`src/design/r2fft_ram.sv`:
```
// Generic single-write, single-read RAM with registered read data.
module r2fft_ram #(
  parameter int WIDTH = 8,
  parameter int DEPTH = 16
) (
  input  logic                     clk,
  input  logic                     we,
  input  logic [$clog2(DEPTH)-1:0] waddr,
  input  logic [WIDTH-1:0]         wdata,
  input  logic [$clog2(DEPTH)-1:0] raddr,
  output logic [WIDTH-1:0]         rdata
);

  logic [WIDTH-1:0] mem [DEPTH];
  logic [WIDTH-1:0] rdata_r;

  always_ff @(posedge clk) begin
    if (we) begin
      mem[waddr] <= wdata;
    end
    rdata_r <= mem[raddr];
  end

  assign rdata = rdata_r;

endmodule

```
`config.mk`:
```
export PLATFORM = sky130hd
export DESIGN_NAME = r2fft_ram
export DESIGN_NICKNAME = d
export VERILOG_FILES = /design/src/design/r2fft_ram.sv
export SDC_FILE = /design/constraint.sdc
export NUM_CORES = 1
export LEC_CHECK = 0
export BUFFER_PORTS_ARGS = -buffer_cell sky130_fd_sc_hd__buf_2
export CORE_MARGIN = 3
export CORE_UTILIZATION = 59
export CTS_CLUSTER_SIZE = 20
export DETAILED_ROUTE_END_ITERATION = 6
export PLACE_DENSITY = 0.85
export REMOVE_ABC_BUFFERS = 1
export SLEW_MARGIN = 20
export SYNTH_ARGS = -nofsm -noshare
export SYNTH_HDL_FRONTEND = slang
export SYNTH_SLANG_ARGS = --single-unit
```
`constraint.sdc`:
```
create_clock -name clk -period 4.27 [get_ports clk]
set_clock_uncertainty 0.15 [all_clocks]
set_input_delay 0.6405 -clock clk [delete_from_list [all_inputs] [get_ports clk]]
set_output_delay 0.6405 -clock clk [all_outputs]
set_load 0.01 [all_outputs]
```
; After elaboration in Yosys (flattened, before gate mapping)
; Memories as Yosys holds them, arrays and structs flattened. A register that Yosys moved wholly into a read port is not among the register bits.
; Index checks and enable logic that the tools add are counted.
[word_totals]
regBits = 0
latch_bits = 0
mem_bits_rw = 128
romBits = 0
out_inout_bits = 8
word_cells = 3
memories = 1
[classes]
n_addsub = 0
multipliers = 0
n_div = 0
order_cmp = 0
n_eq_ne = 0
shifts = 0
muxes = 2
n_bitwise = 0
n_reduce_logical = 0
[memory_table]
columns = memory, words, word_bits, rd, rd_ports_with_merged_regs, wr, line
row1 = mem, 16, 8, 1, 1, 1, 14  ; logic [WIDTH-1:0] mem [DEPTH];
[ops]
columns = operator, n
row1 = $mux 1, 2

; Longest topological paths before layout
; Gate-level depths: netlist of the first run.
[logic_depth]
ltp_word = 2
mapped_depth = 5
mapped_depth_nobuf = 3

; Worst setup path after synthesis of the first run
; Ideal clock, no wire load.
[synth_path]
path_type = input to register
startpoint = input waddr[2]
endpoint = memory mem[0][0], enable pin
setup_ns = 0.383
arrival_ns = 1.750
setup_slack_ns = 1.987
path_stages = 2
n_path_buf = 0
path_cell_list = or3b_2 nor3_1
[synth_rtl]
columns = element, line
row1 = "start, declared", 8  ; input logic [$clog2(DEPTH)-1:0] waddr,
row2 = "end, declared", 14
; No word-level cell before the write port.

; Worst setup path in the final report of the first run
[layout_path]
startpoint = input waddr[2]
endpoint = memory mem[3][1], enable pin
; No word-level cell before the write port.

==> results.cfg, run 1 <==
[run_status]
status = complete, no violations

[placement]
portBuffers = 25
place_worst_setup_slack_ns = 1.474
place.gp.congestion = 0.7322
post-dp-hpwl_um = 5905
dp.cells = 350

[worst_setup_path]
max_stage_delay_ns = 0.65
required_ns = 4.26
crit_path_end_kind = register
cp_cell_sequence = buf_2, or3b_2, nor2_1
crit_type = in2reg
slowest_stage = nor2_1
crit_fanout = 8
critPathTopFamily = simple AND/OR/NAND/NOR gates
cp-start-kind = input pin
worstPathArrival_ns = 1.94
worst-path-buf-inv = 1

[clock_tree]
cts_buffers = 17
worstSkewPairLatency_ns = 0.51
cts_resized = 0
clockRootBuffer = clkbuf_8
htreeDepth = 4
clock_path_buffers = 2
cts_sinks = 136
cts_tree = yes
cts_hold_buffers = 0
postCtsSetupRepairBufs = 0
clkSlewWorstSetupHoldPaths_ns = 0.06

[global_routing]
grt_max_degree = 33
grt-ovfl-total = 0
antenna_found_initial = 0
grt_pass1_vias = 2569
grt_usage_pct = 23.39
grt_first_pass_wirelength_um = 15850

[route]
first_pass_iters = 5
antenna_left = 0
num_vias = 2476
routedWlPerCell_um = 27.31
viasPerCell = 6.499
drtIter0Drc = 285
routed_wl_um = 10400
drcViolationCount = 0

[yosys]
ys_seq_area_share_pct = 77.78
syn_area_mm2 = 0.005147
synth.area.top_cells = edfxtp_1, mux4_2, mux4_1, dfxtp_1, a22oi_1
yosys_warnings = 0
synth_ff_type = edfxtp_1
synth_cell_types = 19
avgSynthCellArea_um2 = 22.48
yosysTopAreaCellShare_pct = 74.67
ys_ff_latch = 136
yosysMostFrequentCell = edfxtp_1
synth-edff-count = 128
synth_largest_area_cell = edfxtp_1
synth_common_cells = edfxtp_1, mux4_2, a22oi_1
synth_cells = 229
async_flop_share_pct = 0

[sta]
slew_headroom_pct = 28.18
tightest_slew_ns = 1.073
rsz0062_at_grt = no
whs_ns = 0.3539
setup_tns_ns = 0
post-route-min-period_ns = 1.958
final.period_utilization_pct = 45.85
final-hold-violation-count = 0
slew_viol_final = 0
setup_slack_ns = 2.312
setup_viol = 0
fmax_mhz = 510.8

[floorplan]
fp.dieArea_mm2 = 0.009881
dieHeight_um = 99.41
ioPinCount = 26
die_width_um = 99.41
start_util_pct = 61.72
core-area_mm2 = 0.008341
rows = 33

[power]
p_leak_nw = 1.990
power_frac_seq_pct = 48.3
power_switching_w = 0.0006113
pwr-share-clk_pct = 47.3
comb_power_share_pct = 4.4
peakVddDrop_v = 0.0004061
p_per_area_mw_per_mm2 = 523.2
swShare_pct = 19.63
p_int_w = 0.002502

[cells_and_area]
fin_nets = 282
fin_util_pct = 71.35
fin_cells = 381
layout-drive-gt1-share_pct = 28.62
area_growth_syn_to_layout_pct = 15.61
antenna_cells = 0

[flow_run]
maxCapViolations = 0

[min_path]
hold_path_class = in2reg
logic make-up after synthesis:
group / after synthesis / synth area share, %
multiplexers: 32 / 15.02
AND/OR/NAND/NOR: 35 / 3.184
AO/OA/AOI/OAI: 16 / 2.334
flip-flops: 136 / 77.78
buffers and inverters: 10 / 1.677
worst reg2reg max path: stages (launching register included):
cell and delay, ns:
edfxtp_1 0.37, mux4_1 0.50, a22oi_1 0.29, nand2_1 0.10
final timing paths:
path             start          to  slack, ns  depth (start not counted)
max           waddr[2]   mem[3][1]       2.31                          3
min           wdata[6]  mem[14][6]       0.35                          1
max reg2reg  mem[9][3]    rdata[3]       2.74                          3
min reg2reg  mem[4][0]    rdata[0]       0.52                          3
cell usage in the layout, fill, tap and decap left out, types with 2 or more instances in the layout:
| master | Yosys | layout |
|---|---|---|
| edfxtp_1 | 128 | 128 |
| buf_2 | 3 | 24 |
| mux4_2 | 18 | 18 |
| a22oi_1 | 16 | 16 |
| clkbuf_16 | 0 | 16 |
| mux4_1 | 14 | 14 |
| nor2_1 | 13 | 12 |
| nand2_1 | 9 | 9 |
| dfxtp_1 | 8 | 8 |
| bufinv_16 | 0 | 4 |
| clkinvlp_4 | 0 | 4 |
| nor3_2 | 0 | 3 |
| clkinv_2 | 0 | 3 |
| nand3b_1 | 2 | 2 |
| nand2b_1 | 2 | 2 |
| clkbuf_8 | 0 | 2 |
| buf_4 | 1 | 2 |
state kept, by name, indices dropped and copies added (netlist names):
signal  count
mem       128
rdata       8
layout make-up:
type                       instances  area, um2
timing repair buffer              26      135.1
fill                             481       2390
multi-input combinational         83       1075
sequential                       136       4004
clock buffer                      18      427.9
tap                              105      131.4
clock inverter                    13      177.7
per-stage QoR:
stage / area, um2 / total power, W
after detailed placement: 5340 / 0.001665
after floorplan: 5061 / 0.001591
final: 5951 / 0.003114
after global placement: 5335 / 0.001657
after CTS: 5946 / 0.003126
after global routing: 5951 / 0.003196
metal layers:
metal	global-route usage [%]	share of wire, %
met1	33.66	40
met2	33.99	50
met3	7.574	8.3
met4	9.349	1.6
met5	0	0
power groups by stage:
stage | clock network [W] | registers (W) | logic, W
final | 0.00147 | 0.00150 | 0.000136
after global routing | 0.00154 | 0.00151 | 0.000147
after CTS | 0.00149 | 0.00151 | 0.000136
after detailed placement | 0 | 0.00153 | 0.000133
after global placement | 0 | 0.00153 | 0.000128
after floorplan | 0 | 0.00153 | 0.0000598
Note: power is estimated with default switching activity, not from simulation.
==> run 2: changes to the inputs <==
clock period = 1.92 ns   (was 4.27 ns; I/O delays follow)
==> run 2 against run 1 <==
Sequential power rose by 120%. Combinational power rose by 140%. Routed wire length fell by 4.0%. Worst hold slack got worse by 0.34 ns. Count of clock-buffer cells in the layout rose by 5. Worst setup slack got worse by 2.0 ns. Critical path depth did not move.
==> results.cfg, run 2 (synthesis results as in run 1) <==
[run_status]
status = complete, no violations

[sta]
final.period_utilization_pct = 85.15
post-route-min-period_ns = 1.635
tightest_slew_ns = 0.4071
setup_viol = 0
slew_viol_final = 0
fmax_mhz = 611.7
setup_slack_ns = 0.2851
setup_tns_ns = 0
final-hold-violation-count = 0
slew_headroom_pct = 72.86
rsz0062_at_grt = no

[cells_and_area]
postLayoutCellArea_mm2 = 0.006155
nFillCells = 474
largest_reg_flops = 128
fin_nets = 309
mostFrequentLayoutCells = edfxtp_1, buf_2, buf_4, mux4_2
antenna_cells = 0
area_growth_syn_to_layout_pct = 19.57
ff_latch_area_mm2 = 0.004004
top_register = mem
multi_input_area_mm2 = 0.001057
final_common_cell = edfxtp_1
layout-drive-gt1-share_pct = 31.91
fin_util_pct = 73.79
fin_cells = 409

[power]
p_leak_nw = 2.134
p_per_area_mw_per_mm2 = 1105
peakVddDrop_v = 0.0007103

[floorplan]
ioPinCount = 26
rows = 33
dieHeight_um = 99.41
die_width_um = 99.41
core-area_mm2 = 0.008341
start_util_pct = 61.72
fp.dieArea_mm2 = 0.009881

[placement]
placed_area_mm2 = 0.005543
dp.cells = 374
post-dp-hpwl_um = 6189
place_worst_setup_slack_ns = -0.004861
portBuffers = 25
place.gp.congestion = 0.7602

[worst_setup_path]
reg2reg_slack_ns = 0.29
required_ns = 2.15
cp-start-kind = register
worstPathArrival_ns = 1.87
crit_fanout = 1
crit_path_end_kind = register
crit_type = reg2reg

[min_path]
hold_path_class = in2reg

[clock_tree]
cts_buffers = 17
cts_hold_buffers = 3
cts_resized = 0
clockRootBuffer = clkbuf_8
worstSkewPairLatency_ns = 0.51
postCtsSetupRepairBufs = 0
htreeDepth = 4
cts_tree = yes
cts_sinks = 136
clkSlewWorstSetupHoldPaths_ns = 0.06
clock_path_buffers = 2

[global_routing]
grt_usage_pct = 22.18
grt_pass1_vias = 2606
grt-ovfl-total = 0
grt_first_pass_wirelength_um = 15300
grt_max_degree = 33
antenna_found_initial = 0

[route]
antenna_left = 0
first_pass_iters = 7
viasPerCell = 6.262
routed_wl_um = 9988
num_vias = 2561
drcViolationCount = 0
drtIter0Drc = 230
routedWlPerCell_um = 24.42

[flow_run]
maxCapViolations = 0
==> run 2: layer usage <==
| metal | part of all wire [%] | GRT usage [%] |
|---|---|---|
| met5 | 0 | 0 |
| met4 | 1.0 | 7.563 |
| met3 | 8.1 | 5.259 |
| met2 | 49 | 33.11 |
| met1 | 42 | 33.06 |
==> run 2: power breakdown <==
part           switching (W)  internal (W)
logic               0.000183      0.000145
clock network        0.00109       0.00204
registers          0.0000250       0.00332
total                0.00130       0.00550
==> run 2: metrics by stage <==
step	hold WS [ns]	power, W
final	0.01506	0.006798
after global routing	0.01188	0.007001
after CTS	0.001280	0.006846
after detailed placement	0.5040	0.003726
after global placement	0.4987	0.003710
after floorplan	0.2369	0.003537
==> run 2: area by class of cell <==
type	count	area share (%)
clock buffers	23	7.420
clock inverters	9	2.033
multi-input cells	83	17.18
flip-flops and latches	136	65.05
well taps	105	2.135
repair buffers	53	6.180
==> run 2: path summary, 6_finish.rpt <==
path | depth (start not counted) | to | startpoint
hold reg to reg | 3 | rdata[5] | mem[15][5]
setup reg to reg | 3 | rdata[5] | mem[1][5]
hold / removal | 1 | mem[11][5] | wdata[5]
setup / recovery | 3 | rdata[5] | mem[1][5]
==> run 2: worst max-delay path, stage by stage (launching register included) <==
cell      delay (ns)
edfxtp_1        0.37
mux4_1          0.54
a22oi_1         0.34
nand2_1         0.10
