===== src/design/r2fft_pkg.sv =====
// Shared constants, types, twiddle ROM and helpers for the 64-point radix-2 DIF FFT.
package r2fft_pkg;

  localparam int POINTS   = 64;
  localparam int ADDR_W   = 6;
  localparam int STAGES   = 6;
  localparam int SAMPLE_W = 16;
  localparam int BIN_W    = 23;
  localparam int DIFF_W   = 24;
  localparam int TW_W     = 16;
  localparam int PROD_W   = 40;
  localparam int ACC_W    = 42;
  localparam int HALF     = 32;
  localparam int QUARTER  = 16;
  localparam int CPX_W    = 2 * BIN_W;

  localparam logic [63:0] Q30_ONE = 64'd1 << 30;
  localparam logic [63:0] PI_Q30  = 64'd3373259426;
  localparam logic [63:0] TW_MAX  = 64'd32767;

  localparam logic signed [ACC_W-1:0] BIN_MAX = ACC_W'(4194303);
  localparam logic signed [ACC_W-1:0] BIN_MIN = -ACC_W'(4194304);
  localparam logic signed [ACC_W-1:0] RND_HALF = ACC_W'(16384);

  typedef struct packed {
    logic signed [BIN_W-1:0] re;
    logic signed [BIN_W-1:0] im;
  } cpx_t;

  typedef struct packed {
    logic shift;
    logic repl;
  } cell_ctl_t;

  typedef enum logic [1:0] {ST_LOAD, ST_FFT, ST_COPY} st_t;

  // Quarter-wave sine in Q1.15 from an odd series through x^13 in Q2.30
  function automatic logic [63:0] sin_quarter(input logic [63:0] q);
    logic [63:0] x;
    logic [63:0] x2;
    logic [63:0] t;
    logic [63:0] s;
    logic [63:0] r;
    x  = (64'd2 * PI_Q30 * q) / POINTS;
    x2 = (x * x) >> 30;
    t  = Q30_ONE;
    t  = Q30_ONE - (((x2 * t) >> 30) / 64'd156);
    t  = Q30_ONE - (((x2 * t) >> 30) / 64'd110);
    t  = Q30_ONE - (((x2 * t) >> 30) / 64'd72);
    t  = Q30_ONE - (((x2 * t) >> 30) / 64'd42);
    t  = Q30_ONE - (((x2 * t) >> 30) / 64'd20);
    t  = Q30_ONE - (((x2 * t) >> 30) / 64'd6);
    s  = (x * t) >> 30;
    r  = (s + (64'd1 << 14)) >> 15;
    if (r > TW_MAX) begin
      r = TW_MAX;
    end
    return r;
  endfunction

  // Pack {cos, sin} for k = 0 .. HALF-1, entry k at bits [k*32 +: 32]
  function automatic logic [2*TW_W*HALF-1:0] build_tw();
    logic [2*TW_W*HALF-1:0] rom;
    logic [63:0] sv;
    logic [63:0] cv;
    logic [TW_W-1:0] c16;
    logic [TW_W-1:0] s16;
    rom = '0;
    for (int k = 0; k < HALF; k++) begin
      if (k <= QUARTER) begin
        sv  = sin_quarter(64'(k));
        cv  = sin_quarter(64'(QUARTER - k));
        s16 = sv[TW_W-1:0];
        c16 = cv[TW_W-1:0];
      end else begin
        sv  = sin_quarter(64'(HALF - k));
        cv  = sin_quarter(64'(k - QUARTER));
        s16 = sv[TW_W-1:0];
        c16 = ~cv[TW_W-1:0] + 16'd1;
      end
      rom[k*2*TW_W +: 2*TW_W] = {c16, s16};
    end
    return rom;
  endfunction

  localparam logic [2*TW_W*HALF-1:0] TW_ROM = build_tw();

  function automatic logic [ADDR_W-1:0] rev_addr(input logic [ADDR_W-1:0] a);
    logic [ADDR_W-1:0] r;
    for (int i = 0; i < ADDR_W; i++) begin
      r[i] = a[ADDR_W-1-i];
    end
    return r;
  endfunction

  function automatic logic signed [BIN_W-1:0] sat_bin(input logic signed [ACC_W-1:0] v);
    logic signed [BIN_W-1:0] r;
    if (v > BIN_MAX) begin
      r = BIN_MAX[BIN_W-1:0];
    end else if (v < BIN_MIN) begin
      r = BIN_MIN[BIN_W-1:0];
    end else begin
      r = v[BIN_W-1:0];
    end
    return r;
  endfunction

  // Round half up to Q1.15 and saturate
  function automatic logic signed [BIN_W-1:0] rnd_q15(input logic signed [ACC_W-1:0] v);
    logic signed [ACC_W-1:0] t;
    t = (v + RND_HALF) >>> 15;
    return sat_bin(t);
  endfunction

endpackage


===== src/design/r2fft_cell.sv =====
// One word of the rotating work ring: takes its neighbour's word or a replacement on shift.
module r2fft_cell (
  input  logic                 clk,
  input  r2fft_pkg::cell_ctl_t ctl,
  input  r2fft_pkg::cpx_t      nbr,
  input  r2fft_pkg::cpx_t      repl_data,
  output r2fft_pkg::cpx_t      q
);

  r2fft_pkg::cpx_t q_r;

  always_ff @(posedge clk) begin
    if (ctl.shift) begin
      q_r <= ctl.repl ? repl_data : nbr;
    end
  end

  assign q = q_r;

endmodule


===== config.mk =====
export PLATFORM = sky130hd
export DESIGN_NAME = r2fft_cell
export DESIGN_NICKNAME = d
export VERILOG_FILES = /design/src/design/r2fft_pkg.sv /design/src/design/r2fft_cell.sv
export SDC_FILE = /design/constraint.sdc
export NUM_CORES = 1
export LEC_CHECK = 0
export BUFFER_PORTS_ARGS = -buffer_cell sky130_fd_sc_hd__buf_2
export CAP_MARGIN = 20
export CORE_MARGIN = 1.5
export CORE_UTILIZATION = 26
export CTS_CLUSTER_DIAMETER = 80
export DETAILED_ROUTE_END_ITERATION = 10
export SYNTH_ARGS = -nofsm -noshare
export SYNTH_HDL_FRONTEND = slang
export SYNTH_SLANG_ARGS = --single-unit

===== constraint.sdc =====
create_clock -name clk -period 1.17 [get_ports clk]
set_input_delay 0.0585 -clock clk [delete_from_list [all_inputs] [get_ports clk]]
set_output_delay 0.0585 -clock clk [all_outputs]
set_load 0.01 [all_outputs]

## Word-level counts from Yosys, hierarchy flattened

Index checks and enable logic that the tools add are counted.

| word-level totals | value |
|---|---|
| register bits after elaboration | 46 |
| memories kept | 0 |
| bits in read-only memories | 0 |
| input bits | 95 |
| memory bits (writable) | 0 |
| logic and storage cells | 3 |
| latch bits | 0 |

| operators by class | value |
|---|---|
| multipliers | 0 |
| order comparisons | 0 |
| equality and inequality tests | 0 |
| bitwise operators | 0 |
| divide/modulo/power cells | 0 |
| reductions and logical operators | 0 |
| mux-type cells | 1 |
| $add $sub $neg | 0 |
| shift operators | 0 |

Operator list:

| cell | number |
|---|---|
| $mux W46 | 1 |

## Depth between registers and ports, before layout

Gate-level depths: netlist (run 1).

| depth | value |
|---|---|
| depth after elaboration | 1 |
| mapped depth | 3 |

## Least setup slack after synthesis (run 1)

Ideal clock, no wire load.

| timing path | value |
|---|---|
| kind | input-to-reg |
| from | in ctl[0] in the netlist's numbering |
| to | reg q_r, in the netlist q[10], data pin |
| data arrival time | 0.641 ns |
| library setup time | 0.260 ns |
| path slack | 0.269 ns |
| stages | 3 |
| path through | buf_6 buf_12 mux2_4 |

| between the ends | value |
|---|---|
| cells in the longest elaborated chain, start to end | 1 |

Ends and longest elaborated chain:

| element | RTL line | source |
|---|---|---|
| from (decl) | r2fft_cell.sv:4 | `input r2fft_pkg::cell_ctl_t ctl,` |
| $mux W46 | r2fft_cell.sv:14 | `q_r <= ctl.repl ? repl_data : nbr;` |
| to (signal assigned) | r2fft_cell.sv:14 |  |
| to (decl) | r2fft_cell.sv:10 | `r2fft_pkg::cpx_t q_r;` |

Every way passes these cells.
A chain may end at the register's enable or synchronous reset.

## Worst setup path in the final report (run 1)

| timing path | value |
|---|---|
| from | reg q_r, in the netlist q[45] |
| to | out q[45] in the netlist's numbering |

RTL lines:

| element | RTL line | source |
|---|---|---|
| to (decl) | r2fft_cell.sv:7 | `output r2fft_pkg::cpx_t q` |

No word-level cell between the ends.

==> results of run 1 <==
## synthesized netlist by cell type, drive strengths merged
cell type,count,area share (%)
edfxtp,46,65
mux2,46,31
buf,5,4.3
## layout make-up
type	instances	area, µm²	share of cell area, %
clock buffers	6	72.57	2.375
clock inverters	2	37.54	1.229
multi-input cells	46	668.1	21.87
flip-flops and latches	46	1381	45.21
well taps	102	127.6	4.177
repair buffers	144	768.2	25.14
## worst min path at each step
| stage | from | to | slack, ns | depth (start not counted) |
|---|---|---|---|---|
| after global routing | repl_data[18] | q[18] | 0.04 | 2 |
| after global placement | repl_data[37] | q[37] | 0.36 | 2 |
| after CTS | repl_data[18] | q[18] | 0.05 | 2 |
| after floorplan | ctl[1] | q[0] | 0.17 | 0 |
| final | repl_data[33] | q[33] | 0.06 | 2 |
| after detailed placement | repl_data[18] | q[18] | 0.36 | 2 |
## power by group through the flow
| stage | logic, mW | clock network [mW] | registers, mW |
|---|---|---|---|
| global placement | 0.690 | 0 | 2.06 |
| detailed placement | 0.696 | 0 | 2.06 |
| global route | 0.742 | 1.28 | 2.04 |
| finish | 0.687 | 1.18 | 2.02 |
| floorplan | 0.261 | 0 | 2.15 |
| CTS | 0.699 | 1.22 | 2.03 |
## per-layer routing
layer / share of wire, % / wire length [µm]
met1: 39 / 1879
met2: 48 / 2315
met3: 11 / 530
met4: 1.5 / 70
met5: 0 / 0
## cells by family after synthesis
family and after synthesis:
mux 46, flops 46, buf+inv 5
## placed cells by master (no fill, tap or decap)
master      count
buf_12          3
buf_2         140
buf_4           1
bufinv_16       1
clkbuf_1        1
clkbuf_8        5
clkinvlp_4      1
edfxtp_1       46
mux2_2          6
mux2_4         40
==> run_results.csv, run 1 <==
group,metric,value,unit
run_status,status,"completed",
clock_network,cts_hold_buffers,0,
finish,drive_above_1_share,80.74,%
floorplanning,io-pin-count,141,
floorplanning,core,0.007848,mm²
worst_hold_path,min_path_type,"primary input to flop",
pwr,finalPower,3.888,mW
placed_design,gp_congestion,0.7055,
finish,largest_register_ffs,46,
clock_network,clockBufferDepth,2,
logic_synthesis,seq_area_frac_synth,64.52,%
finish,diodes,0,
drt,viasPerCell,4.078,
clock_network,cts_tree,"yes",
clock_network,clkSinkCount,46,
critical_path,path_depth,1,
global_routing,overflow,0,
sta,relSlewSlack,82.89,%
pwr,clkPwrFrac,30.3,%
drt,wl,4.796,mm
floorplanning,dieWidth,93.74,µm
global_routing,gr-usage-met3,3.883,%
drt,drtIter0Drc,32,
pwr,switching_share,22.14,%
finish,fin_util,38.93,%
placed_design,hpwlAfterDp,3.618,mm
global_routing,grtUsageTotal,10.74,%
pwr,seqPwrFrac,52.0,%
placed_design,place_inst,338,
placed_design,dp_worst_setup_slack,0.1310,ns
global_routing,first_global_vias,1380,
logic_synthesis,synth.distinct_cells,5,
logic_synthesis,yosys.area_share.simple,0,%
logic_synthesis,synth_top_family_by_area,"multiplexers",
pwr,power_density,1272,mW/mm²
critical_path,crit_path_end_kind,"output pin",
logic_synthesis,synthAdderAreaFrac,0,%
placed_design,portBuffers,140,
critical_path,worstSetupStartpointType,"flop",
global_routing,grt_max_degree,47,
sta,maxSlewViolCount,0,
clock_network,path_clk_slew,0.09,ns
sta,worst_pin_slew,0.2566,ns
critical_path,crit_path_start,"q[45]",
global_routing,grt_busiest_layer,"met2",
pwr,cellLeakagePower,1.437,nW
finish,nFillCells,744,
clock_network,cts_htree_levels,2,
sta,fmax,1066,MHz
logic_synthesis,synthMuxAreaShare,31.21,%
critical_path,crit_type,"flop to output pin",
sta,finalHoldViolations,0,
sta,layout_setup_ws,0.2322,ns
critical_path,critPathMaxFanout,1,
finish,fin_cells,346,
logic_synthesis,syn_area,0.002141,mm²
critical_path,crit_required,1.11,ns
floorplanning,start_util,27.28,%
drt,num_vias,1411,
critical_path,worst-path-buf-inv,1,
sta,period_minus_slack,0.9378,ns
clock_network,post_cts_buffers,0,
logic_synthesis,synthCells,97,
pwr,p_int,3.027,mW
finish,areaGrowthSynthToFinish,42.72,%
finish,final_area,0.003055,mm²
floorplanning,die_height,93.74,µm
clock_network,cts_buffers,5,
sta,whs,0.05577,ns
critical_path,worstPathArrival,0.88,ns
logic_synthesis,ys_ff_latch,46,
sta,finalSetupViolCount,0,
critical_path,crit_end,"q[45]",
drt,ant_nets,0,
global_routing,grt_use_met1,11.73,%
pwr,peakVddDrop,420.8,µV
placed_design,place_area,0.002945,mm²
finish,nNetsFinal,338,
drt,post-route-drc-count,0,
sta,rsz0062_at_grt,"no",
logic_synthesis,syn_area_per_cell,22.07,µm²
pwr,p_switching,860.7,µW
critical_path,cp_slowest_cell,"edfxtp_1",
floorplanning,die_area,0.008787,mm²
global_routing,antenna_found_initial,0,
clock_network,cts-resized-gates,0,
clock_network,cts-root-buf,"clkbuf_8",
sta,fin_crit_sh,80.15,%
floorplanning,rows,32,
flow_run,drv_cap,0,
logic_synthesis,synth_compound_area_share,0,%
sta,tns,0,ns
drt,drt-pass1-iter-count,3,
critical_path,path_cells,"buf_2",
logic_synthesis,synth_nets,192,
logic_synthesis,synth_warnings,0,
critical_path,max_stage_delay,0.41,ns
drt,wl_per_cell,13.86,µm
pwr,pwr-share-comb,17.7,%
logic_synthesis,synth_xor_area_share,0,%
global_routing,grt_pass1_wl,6.996,mm
critical_path,cp_top_family,"flip-flops",
global_routing,met2_usage,18.96,%
Note: power is estimated with default switching activity, not from simulation.
==> run 2, diff against run 1 <==
Clock period 1.17 ns to 0.9 ns, I/O delays scaled along.
==> run 2 against run 1 <==
Net effect:
- flip-flop and latch count unchanged
- core utilization rose by 0.26 points
- die area unchanged
- clock-buffer cell count stayed put
- non-clock buffer count is 1 higher
- power increased by 30%
- global-route usage increased by 0.48 points
- wire length rose by 5.5%
- combinational power grew 32%
- via count rose by 1.9%
- worst hold slack got worse by 0.011 ns
- critical endpoint unchanged
==> run_results.csv, run 2 (synthesis gave the netlist of run 1 again) <==
group,metric,value,unit
critical_path,critPathMaxFanout,1,
flow_run,drv_cap,0,
clock_network,clkSinkCount,46,
clock_network,cts_buffers,5,
sta,period_minus_slack,0.8731,ns
critical_path,cp_top_family,"flip-flops",
drt,wl_met3,535,µm
critical_path,crit_required,0.85,ns
floorplanning,rows,32,
sta,rsz0062_at_grt,"yes",
drt,num_vias,1438,
drt,ant_nets,0,
finish,final_area,0.003075,mm²
placed_design,gp_congestion,0.6792,
global_routing,first_global_vias,1405,
worst_hold_path,min_from,"repl_data[35]",
clock_network,cts_htree_levels,2,
drt,wl,5.058,mm
sta,worst_pin_slew,0.1751,ns
finish,areaGrowthSynthToFinish,43.66,%
floorplanning,die_area,0.008787,mm²
clock_network,cts_tree,"yes",
drt,drt-pass1-iter-count,2,
drt,post-route-drc-count,0,
sta,finalHoldViolations,0,
floorplanning,core,0.007848,mm²
clock_network,post_cts_buffers,0,
global_routing,overflow,0,
global_routing,antenna_found_initial,0,
pwr,peakVddDrop,529.3,µV
sta,layout_setup_ws,0.02688,ns
critical_path,worstPathArrival,0.83,ns
clock_network,clockBufferDepth,2,
finish,diodes,0,
floorplanning,start_util,27.28,%
critical_path,max_stage_delay,0.38,ns
clock_network,cts-root-buf,"clkbuf_8",
worst_hold_path,min_path_type,"primary input to flop",
sta,relSlewSlack,88.32,%
finish,final_common_cell,"buf_2",
global_routing,grtUsageTotal,11.22,%
critical_path,cp_slowest_cell,"edfxtp_1",
drt,top_layer,"met4",
sta,fmax,1145,MHz
drt,wl_per_cell,14.58,µm
placed_design,portBuffers,140,
critical_path,path_cells,"buf_2",
placed_design,place_area,0.002965,mm²
critical_path,crit_path_end_kind,"output pin",
clock_network,cts_hold_buffers,0,
global_routing,grt_pass1_wl,7.134,mm
run_status,status,"completed",
drt,viasPerCell,4.144,
critical_path,crit_type,"flop to output pin",
critical_path,worst-path-buf-inv,1,
worst_hold_path,min_path_cells,2,
clock_network,path_clk_slew,0.09,ns
finish,nFillCells,775,
floorplanning,die_height,93.74,µm
sta,tns,0,ns
placed_design,hpwlAfterDp,3.965,mm
global_routing,grt_max_degree,27,
critical_path,worstSetupStartpointType,"flop",
finish,largest_register_ffs,46,
finish,drive_above_1_share,80.82,%
floorplanning,dieWidth,93.74,µm
drt,drtIter0Drc,44,
worst_hold_path,whs_endpoint,"q[35]",
finish,nNetsFinal,339,
placed_design,dp_worst_setup_slack,-0.1261,ns
pwr,cellLeakagePower,1.447,nW
floorplanning,io-pin-count,141,
sta,finalSetupViolCount,0,
drt,wl_met1,1.889,mm
finish,final_cell_mix,"140 x buf_2, 46 x edfxtp_1, 40 x mux2_4",
pwr,power_density,1645,mW/mm²
drt,wl_met2,2.523,mm
sta,maxSlewViolCount,0,
sta,fin_crit_sh,97.01,%
==> run 2: changes by cell type in the layout (fill, tap and decap cells not counted) <==
cell,before,now
buf_12,3,4
==> run 2: through the flow <==
| step | std cells | hold WS [ns] | power (mW) | util, % |
|---|---|---|---|---|
| 6_report | 347 | 0.04526 | 5.059 | 39.19 |
| 2_1_floorplan | 97 | 0.1575 | 3.137 | - |
| 3_3_place_gp | 339 | 0.3450 | 3.582 | 37.79 |
| 3_5_place_dp | 339 | 0.3484 | 3.605 | 37.79 |
| 5_1_grt | 347 | 0.02715 | 5.316 | 39.19 |
| 4_1_cts | 347 | 0.02807 | 5.171 | 39.19 |
==> run 2: layout make-up <==
cell class	count	area (µm²)	area share, %
Sequential cell	46	1381	44.91
Tap cell	102	127.6	4.150
Clock buffer	6	72.57	2.360
Timing Repair Buffer	145	788.3	25.63
Clock inverter	2	37.54	1.221
Multi-Input combinational cell	46	668.1	21.72
==> run 2: what timing repair did <==
action / CTS / global route
pin swaps: 0 / 0
resized for setup: 0 / 0
setup endpoints to repair: 3 / 20
==> run 2: power by group <==
| part | switching, mW | total [mW] | internal (mW) |
|---|---|---|---|
| clock | 0.691 | 1.52 | 0.829 |
| combinational | 0.379 | 0.908 | 0.530 |
| sequential | 0.0452 | 2.63 | 2.59 |
| total | 1.11 | 5.06 | 3.94 |
==> run 2: how the worst max path moves through the flow <==
stage            end  depth (start not counted)  slack [ns]  startpoint
2_1_floorplan  q[10]                          3        0.01      ctl[0]
3_3_place_gp    q[2]                          3       -0.10      ctl[0]
3_5_place_dp   q[44]                          3       -0.13      ctl[0]
4_1_cts        q[45]                          1       -0.01       q[45]
5_1_grt         q[4]                          1       -0.04        q[4]
6_report       q[45]                          1        0.03       q[45]
==> run 2: per-layer routing <==
| layer | global-route usage [%] | vias to the layer above |
|---|---|---|
| met5 | 0 | - |
| met4 | 5.721 | 0 |
| met3 | 3.479 | 7 |
| met2 | 20.53 | 87 |
| met1 | 11.38 | 673 |
| li1 | - | 671 |
